==> src/hw/rtl/tcce_pkg.sv <==
// tcce_pkg: shared types and constants of the text console character engine
// used by tcce_seq and text_console_char_engine_unit; no dependencies
package tcce_pkg;

  localparam int COL_W  = 7;
  localparam int ROW_W  = 5;
  localparam int IDX_W  = 11;
  localparam int CHAR_W = 8;
  localparam int CELL_W = 16;

  // item modes
  localparam logic [1:0] MODE_PUT   = 2'd0;
  localparam logic [1:0] MODE_READ  = 2'd1;
  localparam logic [1:0] MODE_CLEAR = 2'd2;

  // register indexes
  localparam logic [1:0] CFG_COLUMNS = 2'd0;
  localparam logic [1:0] CFG_ROWS    = 2'd1;
  localparam logic [1:0] CFG_ATTR    = 2'd2;

  // control codes
  localparam logic [CHAR_W-1:0] CH_BS    = 8'h08;
  localparam logic [CHAR_W-1:0] CH_TAB   = 8'h09;
  localparam logic [CHAR_W-1:0] CH_LF    = 8'h0a;
  localparam logic [CHAR_W-1:0] CH_CR    = 8'h0d;
  localparam logic [CHAR_W-1:0] CH_SPACE = 8'h20;

  localparam logic [COL_W-1:0]  RESET_COLS = 7'd80;
  localparam logic [ROW_W-1:0]  RESET_ROWS = 5'd25;
  localparam logic [CHAR_W-1:0] RESET_ATTR = 8'h07;
  localparam logic [CELL_W-1:0] RESET_CELL = 16'h0720;

  typedef struct packed {
    logic [COL_W-1:0]  columns;
    logic [ROW_W-1:0]  rows;
    logic [CHAR_W-1:0] attr;
  } cfg_t;

  typedef struct packed {
    logic [COL_W-1:0]  col;
    logic [ROW_W-1:0]  row;
    logic [IDX_W-1:0]  idx;
    logic [CHAR_W-1:0] cell_char;
    logic [CHAR_W-1:0] cell_attr;
    logic              scrolled;
  } res_t;

endpackage

==> src/hw/rtl/tcce_seq.sv <==
// tcce_seq: item sequencer with cursor, glyph writes, scroll copy and clear sweeps
// depends on tcce_pkg; drives the ports of tcce_cell_mem
module tcce_seq #(
  parameter int MaxCols  = 80,
  parameter int MaxRows  = 25,
  parameter int TabWidth = 8,
  parameter int AddrW    = 11
) (
  input  logic                        clk_i,
  input  logic                        rst_ni,
  input  tcce_pkg::cfg_t              cfg_i,
  input  logic                        in_valid_i,
  output logic                        in_ready_o,
  input  logic [1:0]                  mode_i,
  input  logic [tcce_pkg::CHAR_W-1:0] char_code_i,
  input  logic [tcce_pkg::IDX_W-1:0]  cell_index_i,
  output logic                        res_valid_o,
  input  logic                        res_ready_i,
  output tcce_pkg::res_t              res_o,
  output logic                        mem_we_o,
  output logic [AddrW-1:0]            mem_waddr_o,
  output logic [tcce_pkg::CELL_W-1:0] mem_wdata_o,
  output logic [AddrW-1:0]            mem_raddr_o,
  input  logic [tcce_pkg::CELL_W-1:0] mem_rdata_i
);
  import tcce_pkg::*;

  localparam int CellCount = MaxCols * MaxRows;
  localparam int CW        = $clog2(CellCount + 1);
  localparam int GW        = $clog2(TabWidth + 1);
  localparam int XW        = (CW > IDX_W) ? CW : IDX_W;
  localparam int TabN      = 1 << COL_W;

  typedef enum logic [3:0] {
    ST_INIT,
    ST_IDLE,
    ST_EXEC,
    ST_GLYPH,
    ST_SCR_CP,
    ST_SCR_BL,
    ST_CLEAR,
    ST_RD_WAIT,
    ST_DONE
  } state_e;

  state_e              state_q, state_d;
  logic [COL_W-1:0]    col_q, col_d;
  logic [ROW_W-1:0]    row_q, row_d;
  logic [1:0]          mode_q, mode_d;
  logic [CHAR_W-1:0]   ch_q, ch_d;
  logic [IDX_W-1:0]    cidx_q, cidx_d;
  logic [CHAR_W-1:0]   gch_q, gch_d;
  logic [GW-1:0]       cnt_q, cnt_d;
  logic                scr_q, scr_d;
  logic [CW-1:0]       ptr_q, ptr_d;
  logic                cp_v_q, cp_v_d;
  logic [AddrW-1:0]    cp_wa_q, cp_wa_d;
  logic                rd_ok_q, rd_ok_d;
  logic [CELL_W-1:0]   cell_q, cell_d;

  logic [COL_W-1:0]    nc, col_s;
  logic [ROW_W-1:0]    nr, row_s;
  logic [CW-1:0]       tot, lin;
  logic [COL_W:0]      col_nx;
  logic [ROW_W:0]      row_nx;
  logic                col_last, row_last, rd_in;
  logic [CELL_W-1:0]   blank;
  logic [GW-1:0]       tab_gap [TabN];

  for (genvar g = 0; g < TabN; g++) begin : g_tab
    assign tab_gap[g] = GW'(TabWidth - (g % TabWidth));
  end

  // geometry in use
  always_comb begin
    if (cfg_i.columns == '0) begin
      nc = COL_W'(1);
    end else if (int'(cfg_i.columns) > MaxCols) begin
      nc = COL_W'(MaxCols);
    end else begin
      nc = cfg_i.columns;
    end
    if (cfg_i.rows == '0) begin
      nr = ROW_W'(1);
    end else if (int'(cfg_i.rows) > MaxRows) begin
      nr = ROW_W'(MaxRows);
    end else begin
      nr = cfg_i.rows;
    end
  end

  assign col_s    = (col_q >= nc) ? COL_W'(nc - 1'b1) : col_q;
  assign row_s    = (row_q >= nr) ? ROW_W'(nr - 1'b1) : row_q;
  assign tot      = CW'(CW'(nc) * CW'(nr));
  assign lin      = CW'(CW'(row_q) * CW'(nc)) + CW'(col_q);
  assign col_nx   = (COL_W+1)'(col_q) + 1'b1;
  assign row_nx   = (ROW_W+1)'(row_q) + 1'b1;
  assign col_last = col_nx >= (COL_W+1)'(nc);
  assign row_last = row_nx >= (ROW_W+1)'(nr);
  assign rd_in    = XW'(cidx_q) < XW'(tot);
  assign blank    = {cfg_i.attr, CH_SPACE};

  assign in_ready_o  = (state_q == ST_IDLE);
  assign res_valid_o = (state_q == ST_DONE);

  always_comb begin
    res_o.col       = col_q;
    res_o.row       = row_q;
    res_o.idx       = IDX_W'(lin);
    res_o.cell_char = cell_q[CHAR_W-1:0];
    res_o.cell_attr = cell_q[CELL_W-1:CHAR_W];
    res_o.scrolled  = scr_q;
  end

  always_comb begin
    state_d = state_q;
    col_d   = col_q;
    row_d   = row_q;
    mode_d  = mode_q;
    ch_d    = ch_q;
    cidx_d  = cidx_q;
    gch_d   = gch_q;
    cnt_d   = cnt_q;
    scr_d   = scr_q;
    ptr_d   = ptr_q;
    cp_v_d  = 1'b0;
    cp_wa_d = cp_wa_q;
    rd_ok_d = rd_ok_q;
    cell_d  = cell_q;
    mem_we_o    = 1'b0;
    mem_waddr_o = '0;
    mem_wdata_o = blank;
    mem_raddr_o = '0;
    unique case (state_q)
      ST_INIT: begin
        mem_we_o    = 1'b1;
        mem_waddr_o = ptr_q[AddrW-1:0];
        mem_wdata_o = RESET_CELL;
        ptr_d       = ptr_q + 1'b1;
        if (ptr_q == CW'(CellCount - 1)) begin
          ptr_d   = '0;
          state_d = ST_IDLE;
        end
      end
      ST_IDLE: begin
        if (in_valid_i) begin
          col_d   = col_s;
          row_d   = row_s;
          mode_d  = mode_i;
          ch_d    = char_code_i;
          cidx_d  = cell_index_i;
          scr_d   = 1'b0;
          cell_d  = '0;
          state_d = ST_EXEC;
        end
      end
      ST_EXEC: begin
        unique case (mode_q)
          MODE_PUT: begin
            case (ch_q)
              CH_LF: begin
                col_d = '0;
                cnt_d = '0;
                if (row_last) begin
                  scr_d   = 1'b1;
                  ptr_d   = CW'(nc);
                  state_d = ST_SCR_CP;
                end else begin
                  row_d   = row_q + 1'b1;
                  state_d = ST_DONE;
                end
              end
              CH_CR: begin
                col_d   = '0;
                state_d = ST_DONE;
              end
              CH_TAB: begin
                cnt_d   = tab_gap[col_q];
                gch_d   = CH_SPACE;
                state_d = ST_GLYPH;
              end
              CH_BS: begin
                if (col_q != '0) begin
                  mem_we_o    = 1'b1;
                  mem_waddr_o = AddrW'(lin - 1'b1);
                  col_d       = col_q - 1'b1;
                end
                state_d = ST_DONE;
              end
              default: begin
                cnt_d   = GW'(1);
                gch_d   = ch_q;
                state_d = ST_GLYPH;
              end
            endcase
          end
          MODE_READ: begin
            rd_ok_d     = rd_in;
            mem_raddr_o = rd_in ? AddrW'(cidx_q) : '0;
            state_d     = ST_RD_WAIT;
          end
          MODE_CLEAR: begin
            col_d   = '0;
            row_d   = '0;
            ptr_d   = '0;
            state_d = ST_CLEAR;
          end
          default: begin
            state_d = ST_DONE;
          end
        endcase
      end
      ST_GLYPH: begin
        mem_we_o    = 1'b1;
        mem_waddr_o = AddrW'(lin);
        mem_wdata_o = {cfg_i.attr, gch_q};
        cnt_d       = cnt_q - 1'b1;
        state_d     = (cnt_q == GW'(1)) ? ST_DONE : ST_GLYPH;
        if (col_last) begin
          col_d = '0;
          if (row_last) begin
            scr_d   = 1'b1;
            ptr_d   = CW'(nc);
            state_d = ST_SCR_CP;
          end else begin
            row_d = row_q + 1'b1;
          end
        end else begin
          col_d = col_q + 1'b1;
        end
      end
      ST_SCR_CP: begin
        // read one row below, write it back in the next cycle
        if (cp_v_q) begin
          mem_we_o    = 1'b1;
          mem_waddr_o = cp_wa_q;
          mem_wdata_o = mem_rdata_i;
        end
        if (ptr_q < tot) begin
          mem_raddr_o = ptr_q[AddrW-1:0];
          cp_v_d      = 1'b1;
          cp_wa_d     = AddrW'(ptr_q - CW'(nc));
          ptr_d       = ptr_q + 1'b1;
        end else begin
          ptr_d   = tot - CW'(nc);
          state_d = ST_SCR_BL;
        end
      end
      ST_SCR_BL: begin
        mem_we_o    = 1'b1;
        mem_waddr_o = ptr_q[AddrW-1:0];
        ptr_d       = ptr_q + 1'b1;
        if (CW'(ptr_q + 1'b1) == tot) begin
          col_d   = '0;
          row_d   = ROW_W'(nr - 1'b1);
          state_d = (cnt_q != '0) ? ST_GLYPH : ST_DONE;
        end
      end
      ST_CLEAR: begin
        mem_we_o    = 1'b1;
        mem_waddr_o = ptr_q[AddrW-1:0];
        ptr_d       = ptr_q + 1'b1;
        if (CW'(ptr_q + 1'b1) == tot) begin
          state_d = ST_DONE;
        end
      end
      ST_RD_WAIT: begin
        if (rd_ok_q) begin
          cell_d = mem_rdata_i;
        end
        state_d = ST_DONE;
      end
      ST_DONE: begin
        if (res_ready_i) begin
          state_d = ST_IDLE;
        end
      end
      default: begin
        state_d = ST_IDLE;
      end
    endcase
  end

  always_ff @(posedge clk_i or negedge rst_ni) begin
    if (!rst_ni) begin
      state_q <= ST_INIT;
      col_q   <= '0;
      row_q   <= '0;
      mode_q  <= '0;
      ch_q    <= '0;
      cidx_q  <= '0;
      gch_q   <= '0;
      cnt_q   <= '0;
      scr_q   <= 1'b0;
      ptr_q   <= '0;
      cp_v_q  <= 1'b0;
      cp_wa_q <= '0;
      rd_ok_q <= 1'b0;
      cell_q  <= '0;
    end else begin
      state_q <= state_d;
      col_q   <= col_d;
      row_q   <= row_d;
      mode_q  <= mode_d;
      ch_q    <= ch_d;
      cidx_q  <= cidx_d;
      gch_q   <= gch_d;
      cnt_q   <= cnt_d;
      scr_q   <= scr_d;
      ptr_q   <= ptr_d;
      cp_v_q  <= cp_v_d;
      cp_wa_q <= cp_wa_d;
      rd_ok_q <= rd_ok_d;
      cell_q  <= cell_d;
    end
  end

endmodule

==> config.mk <==
export PLATFORM = sky130hd
export DESIGN_NAME = tcce_seq
export DESIGN_NICKNAME = d
export VERILOG_FILES = /design/src/hw/rtl/tcce_pkg.sv /design/src/hw/rtl/tcce_seq.sv
export SDC_FILE = /design/constraint.sdc
export NUM_CORES = 1
export LEC_CHECK = 0
export BUFFER_PORTS_ARGS = -buffer_cell sky130_fd_sc_hd__buf_2
export CAP_MARGIN = 25
export CORE_ASPECT_RATIO = 0.75
export CORE_MARGIN = 1
export CORE_UTILIZATION = 54
export CTS_CLUSTER_SIZE = 16
export DETAILED_ROUTE_END_ITERATION = 10
export PLACE_DENSITY = 0.79
export SLEW_MARGIN = 20
export SYNTH_ARGS = -nofsm -noshare
export SYNTH_HDL_FRONTEND = slang
export SYNTH_SLANG_ARGS = --single-unit
==> constraint.sdc <==
create_clock -name clk_i -period 7.5 [get_ports clk_i]
set_clock_uncertainty 0.05 [all_clocks]
set_input_delay 0.75 -clock clk_i [delete_from_list [all_inputs] [get_ports clk_i]]
set_output_delay 0.75 -clock clk_i [all_outputs]
set_load 0.1 [all_outputs]
==> summary.txt, run 1 <==
Status
  • Status: completed

Timing
  • Max transition margin: 33.5%
  • Setup repair after global routing missed its margin: false
  • Final hold slack: 0.312 ns
  • Hold Vio Cnt, Final: 0
  • Post-layout min period: 7.21 ns
  • Part of the cycle the worst path needs: 96.1%
  • Maximum clock frequency: 139 MHz
  • Transition at the pin with the smallest max-transition slack: 0.998 ns
  • Final number of max-transition violations: 0
  • Number of setup violations in the final report: 0

Synthesis
  • Dominant cell type by area after synthesis: sky130_fd_sc_hd__dfrtp_1
  • Number of warnings reported in the yosys synthesis log: 0
  • Mean Syn Cell Area: 8.33 µm²
  • Share of synthesized area occupied by flip-flops and latches: 22.7%
  • Synth Flop Type: sky130_fd_sc_hd__dfrtp_1
  • Post-synthesis cell area: 9910 µm²
  • Number of enable-type register cells in the synthesized netlist: 0
  • Post-synthesis net count: 1392
  • Cells after Synth: 1190
  • Unique masters post-synth: 81
  • Number of synthesized register bits: 90
  • Area share of the leading cell type in the synthesized netlist: 22.7%
  • Most area-consuming cells after synthesis: sky130_fd_sc_hd__dfrtp_1 23%, sky130_fd_sc_hd__ha_1 13%, sky130_fd_sc_hd__fa_1 7.5%
  • Synth async-reset ratio: 100%

Die
  • Die outline height: 119 µm
  • Core box area: 17800 µm²
  • Die Wd: 158 µm
  • Floorplan die area: 18900 µm²
  • Starting density of the core: 55.7%
  • Row cnt: 42
  • I/O pin cnt: 142

Detailed routing
  • Drc violations: 0
  • Via density: 6.19
  • Detailed router's first-iteration violation count: 993
  • Avg WL per Cell: 19.3 µm
  • Number of nets with antenna violations after routing: 0
  • Detailed Routing Iterations Pass 1: 7
  • Wire length reported by the detailed router: 30.2 mm
  • Via Count: 9683

CTS
  • Number of hold-repair buffers added at the cts stage: 0
  • Insertion delay to the later sink of the worst-skew pair: 0.35 ns
  • Number of buffers added by the clock tree synthesis step: 9
  • CTS tree: yes
  • H-tree Lvls: 3
  • Clock slew seen by the registers of the worst setup and hold paths: 0.08 ns
  • Sinks on Clock Net: 90
  • Bufs on Longest Clock Path: 2
  • Clock Tree Root: sky130_fd_sc_hd__clkbuf_16

Worst setup path
  • Crit path capture type: primary output
  • Arrival time at the worst endpoint: 6.41 ns
  • Maximum net fanout on the critical path: 6
  • Register-to-register setup slack: 3.30 ns
  • WP data required: 6.70 ns
  • Worst setup path category: in2out
  • Worst Setup Start Kind: input port
  • Worst R2R Path Depth: 13

Cells and area
  • Most common library cell in the layout ignoring fill and taps: sky130_fd_sc_hd__nand2_1
  • # diodes: 0
  • Multi-input combinational cell area: 7300 µm²
  • Fillers: 1474
  • Proportion of layout cells with a drive suffix above 1: 20.3%
  • Most used cells in the layout excluding fill and tap cells: 141 x sky130_fd_sc_hd__nand2_1, 129 x sky130_fd_sc_hd__buf_2, 102 x sky130_fd_sc_hd__ha_1, 96 x sky130_fd_sc_hd__inv_1, 90 x sky130_fd_sc_hd__dfrtp_1
  • FF/Latch Area: 2250 µm²
  • Layout area overhead: 18.3%
  • Post-layout net count: 1520
  • Final cell utilization of the core: 65.9%

Job
  • Total of max-cap violations: 0

GRT
  • Number of antenna violations at the first check in global routing: 1
  • Leftover overflow at the end of global routing: 0
  • Met1 track utilization from global routing: 43.4%
  • Maximum number of pins on one net before global-route repair: 53
  • Global routing met3 resource utilization: 7.02%
  • Via count of the first global-routing pass: 9061
  • Global-route wire length before repair: 47.5 mm
  • All-Layer GR Usage: 32.2%
  • Grt met2 use: 50.7%
  • Most utilized layer in the global route result: met2

Placement
  • Routability Congestion: 0.967
  • Post-DP HPWL: 23.5 mm
  • Number of input and output port buffers inserted: 141

Min path
  • Hold crit path type: in2async
worst paths after layout:
kind / to / startpoint
max: mem_raddr_o[7] / cfg_i[18]
min: col_q[3] / rst_ni
max reg2reg: ptr_q[9] / col_q[1]
min reg2reg: cell_q[2] / cell_q[2]
max in group asynchronous: cp_v_q / rst_ni
min in group clk_i: cell_q[2] / cell_q[2]
timing repair:
action / 4_1_cts / 5_1_grt
gates resized for setup: 1 / 10
hold endpoints to repair: 0 / 0
pin swaps: 0 / 5
buffers inserted: 0 / 3
endpoints found under the setup margin: 8 / 11
cloned: 0 / 0
cells by family after synthesis:
kind of cell | share of synthesized area, %
AND/OR/NAND/NOR | 18.4
AO/OA/AOI/OAI | 20.5
buffers and inverters | 6.52
adder cells (fa/ha/maj) | 20.9
flip-flops | 22.7
XOR/XNOR | 6.90
multiplexers | 3.96
flip-flops by register name, indices dropped and copies added (netlist names):
| name | cells |
|---|---|
| cell_q | 16 |
| cidx_q | 11 |
| cp_wa_q | 11 |
| ptr_q | 11 |
| ch_q | 8 |
| gch_q | 8 |
| col_q | 7 |
| row_q | 5 |
| cnt_q | 4 |
| state_q | 4 |
| mode_q | 2 |
| cp_v_q | 1 |
| rd_ok_q | 1 |
| scr_q | 1 |
routing by layer:
metal	routed length (µm)	up-vias
met5	11	-
met4	948	2
met3	2860	80
met2	13800	490
met1	12500	4645
li1	-	4466
synthesized netlist by cell type (all sizes together) (4+ instances only):
cell	instances
buf	17
o21ai	81
nand2b	12
a21oi	54
nor2b	13
nand3b	6
o221ai	7
xor2	24
mux2i	10
a211oi	6
nor3	30
ha	104
a21o	25
mux2	26
a22oi	6
o211a	5
fa	37
dfrtp	90
a31oi	9
inv	99
and3	17
o21bai	4
a222oi	5
a311oi	4
o31ai	16
nor3b	5
o22ai	10
o32ai	4
clkbuf	45
nor4	5
nand4	12
xnor2	48
nor2	79
or3	5
a22o	18
clkinv	4
nand3	31
o21a	4
a21boi	7
and2	14
o211ai	8
nand2	141
critical path, cell delays in order:
cell and delay, ns:
sky130_fd_sc_hd__buf_2 0.13, sky130_fd_sc_hd__nor4_4 0.31, sky130_fd_sc_hd__a22o_4 0.18, sky130_fd_sc_hd__nand2_1 0.07
sky130_fd_sc_hd__fa_1 0.57, sky130_fd_sc_hd__fa_1 0.45, sky130_fd_sc_hd__fa_1 0.55, sky130_fd_sc_hd__inv_1 0.07
sky130_fd_sc_hd__ha_4 0.26, sky130_fd_sc_hd__o21a_1 0.23, sky130_fd_sc_hd__a21o_1 0.23, sky130_fd_sc_hd__a311oi_4 0.30
sky130_fd_sc_hd__ha_4 0.26, sky130_fd_sc_hd__o211ai_1 0.11, sky130_fd_sc_hd__nor3_1 0.09, sky130_fd_sc_hd__a221oi_2 0.28
sky130_fd_sc_hd__maj3_1 0.21, sky130_fd_sc_hd__o21ai_0 0.09, sky130_fd_sc_hd__a21boi_2 0.20, sky130_fd_sc_hd__maj3_2 0.41
sky130_fd_sc_hd__buf_12 0.18, sky130_fd_sc_hd__o31ai_4 0.22, sky130_fd_sc_hd__buf_12 0.22
through the flow:
stage               cells  TNS [ns]  worst slack (ns)  area, µm²
global placement     1544         0             0.133      11300
global route         1565         0           0.00720      11700
detailed placement   1545    -0.395           -0.0606      11300
floorplan            1190    -0.391            -0.377      10200
CTS                  1561         0           0.00675      11600
finish               1565         0             0.291      11700
area by class of cell:
| type | instances | share of cell area, % |
|---|---|---|
| Inverter | 103 | 3.37 |
| Clock buffer | 9 | 1.92 |
| Sequential cell | 90 | 19.2 |
| Timing Repair Buffer | 179 | 9.98 |
| Clock inverter | 7 | 0.693 |
| Tap cell | 242 | 2.58 |
| Multi-Input combinational cell | 935 | 62.3 |
Power of run 1 is left out: the tool's default activity adds up to more than one toggle a clock period on the data nets, which glitch-free logic cannot reach.
==> run 2, diff against run 1 <==
- PLACE_DENSITY: 0.79 -> 0.87
==> run 2 against run 1 <==
Effect of this change:
- first-iteration DRC count increased by 19%
- critical path depth rose by 1
- non-clock buffer count is 4 lower
- design area decreased by 0.51%
- setup slack worse by 0.057 ns
- die area did not move
==> summary.txt, run 2 (synthesis gave the netlist of run 1 again) <==
Detailed routing
  • Via density: 6.38
  • Wire length reported by the detailed router: 30.4 mm
  • Avg WL per Cell: 19.5 µm
  • Detailed router's first-iteration violation count: 1179
  • Highest routing layer actually used: met4
  • Number of nets with antenna violations after routing: 0
  • Drc violations: 0
  • Wl on met1: 12.0 mm
  • Detailed-routed wire length on met2: 13.9 mm
  • Via Count: 9957
  • Detailed Routing Iterations Pass 1: 8
  • Met3 wire length: 3.20 mm

Placement
  • Routability Congestion: 0.968
  • Number of input and output port buffers inserted: 141
  • Count of placed standard cells including taps: 1543
  • Post-DP HPWL: 23.3 mm

Die
  • I/O pin cnt: 142
  • Starting density of the core: 55.7%
  • Die Wd: 158 µm
  • Core box area: 17800 µm²
  • Row cnt: 42
  • Floorplan die area: 18900 µm²
  • Die outline height: 119 µm

CTS
  • Number of hold-repair buffers added at the cts stage: 0
  • Number of buffers added by the clock tree synthesis step: 9
  • Clock slew seen by the registers of the worst setup and hold paths: 0.08 ns
  • CTS tree: yes
  • Sinks on Clock Net: 90
  • H-tree Lvls: 3
  • Bufs on Longest Clock Path: 2
  • Clock Tree Root: sky130_fd_sc_hd__clkbuf_16
  • Insertion delay to the later sink of the worst-skew pair: 0.35 ns

Worst setup path
  • Arrival time at the worst endpoint: 6.47 ns
  • Cell-by-cell trace of the critical path: buf_2, o21ai_2, buf_4, and2_2, inv_2, nor2_1, fa_1, fa_1, fa_1, ha_1, o21a_1, a21o_1, a311oi_4, ha_1, o211ai_1, nor3_1, a221oi_2, maj3_2, o21ai_0, a21boi_1, maj3_2, buf_12, o31ai_4, buf_12
  • Worst setup path category: in2out
  • Crit path capture type: primary output
  • Crit-path most repeated cell: sky130_fd_sc_hd__fa_1
  • WP data required: 6.70 ns
  • Register-to-register setup slack: 3.17 ns
  • Crit-path slowest cell: sky130_fd_sc_hd__fa_1
  • Maximum net fanout on the critical path: 6
  • Worst Setup Start Kind: input port
  • CP max stage delay: 0.52 ns

Timing
  • Post-layout min period: 7.27 ns
  • Number of setup violations in the final report: 0
  • Part of the cycle the worst path needs: 96.9%
  • Maximum clock frequency: 138 MHz
  • Max transition margin: 28.9%
  • Final number of max-transition violations: 0
  • Transition at the pin with the smallest max-transition slack: 1.07 ns
  • Hold Vio Cnt, Final: 0

GRT
  • Leftover overflow at the end of global routing: 0
  • Maximum number of pins on one net before global-route repair: 49
  • Via count of the first global-routing pass: 9511
  • All-Layer GR Usage: 32.7%
  • Number of antenna violations at the first check in global routing: 0
  • Global-route wire length before repair: 48.5 mm

Cells and area
  • Proportion of layout cells with a drive suffix above 1: 19.9%
  • Most common library cell in the layout ignoring fill and taps: sky130_fd_sc_hd__nand2_1
  • # diodes: 0
  • Final Non-Filler Cells: 1561
  • Largest register FFs: 16
  • Post-layout net count: 1516
  • Most used cells in the layout excluding fill and tap cells: 141 x sky130_fd_sc_hd__nand2_1, 129 x sky130_fd_sc_hd__buf_2, 103 x sky130_fd_sc_hd__ha_1, 96 x sky130_fd_sc_hd__inv_1, 90 x sky130_fd_sc_hd__dfrtp_1
  • Layout area overhead: 17.7%
  • Largest register by flop count: cell_q

Job
  • Total of max-cap violations: 0

Status
  • Status: completed

Min path
  • Hold crit path type: in2async
-- run 2: stage by stage --
stage                     util, %  hold slack (ns)  instance area [µm²]  TNS, ns  setup slack, ns
after detailed placement     63.5            0.415                11300  -0.0421          -0.0174
after CTS                    65.2            0.377                11600        0           0.0441
after floorplan                 -            0.395                10200   -0.391           -0.377
after global placement       63.5            0.407                11300        0            0.151
after global routing         65.5            0.410                11700   -0.162          -0.0360
final                        65.5            0.352                11700        0            0.234
-- run 2: what timing repair did --
item                       in CTS  in global routing
setup buffers                   0                  1
cloned                          0                  1
setup endpoints to repair       8                 10
gates resized for setup         1                  9
pin swaps                       0                  7
-- run 2: critical path: cells and delay by family --
family | cells | cell delay (ns)
buffers and inverters | 5 | 0.77
adder cells (fa/ha/maj) | 7 | 2.80
AND/OR/NAND/NOR | 3 | 0.42
AO/OA/AOI/OAI | 9 | 1.71
-- run 2: final timing paths --
check | startpoint | endpoint | depth (start not counted)
max | cfg_i[18] | mem_raddr_o[4] | 24
min | rst_ni | cp_wa_q[3] | 1
max reg2reg | col_q[0] | ptr_q[9] | 13
min reg2reg | cell_q[11] | cell_q[11] | 2
max in group asynchronous | rst_ni | cidx_q[5] | 2
min in group clk_i | cell_q[11] | cell_q[11] | 2
-- run 2: final cells by class --
cell class / instances / area, µm²
Inverter: 103 / 395
Fill cell: 1360 / 6140
Timing Repair Buffer: 175 / 1140
Clock inverter: 7 / 72.6
Sequential cell: 90 / 2250
Tap cell: 242 / 303
Multi-Input combinational cell: 935 / 7280
Clock buffer: 9 / 225
-- run 2: routing by layer --
layer,global-route usage [%],vias to the layer above
met3,6.11,127
met2,52.0,630
met5,0,-
met4,14.9,0
li1,-,4458
met1,43.0,4742
Power of run 2 is left out for the same reason.
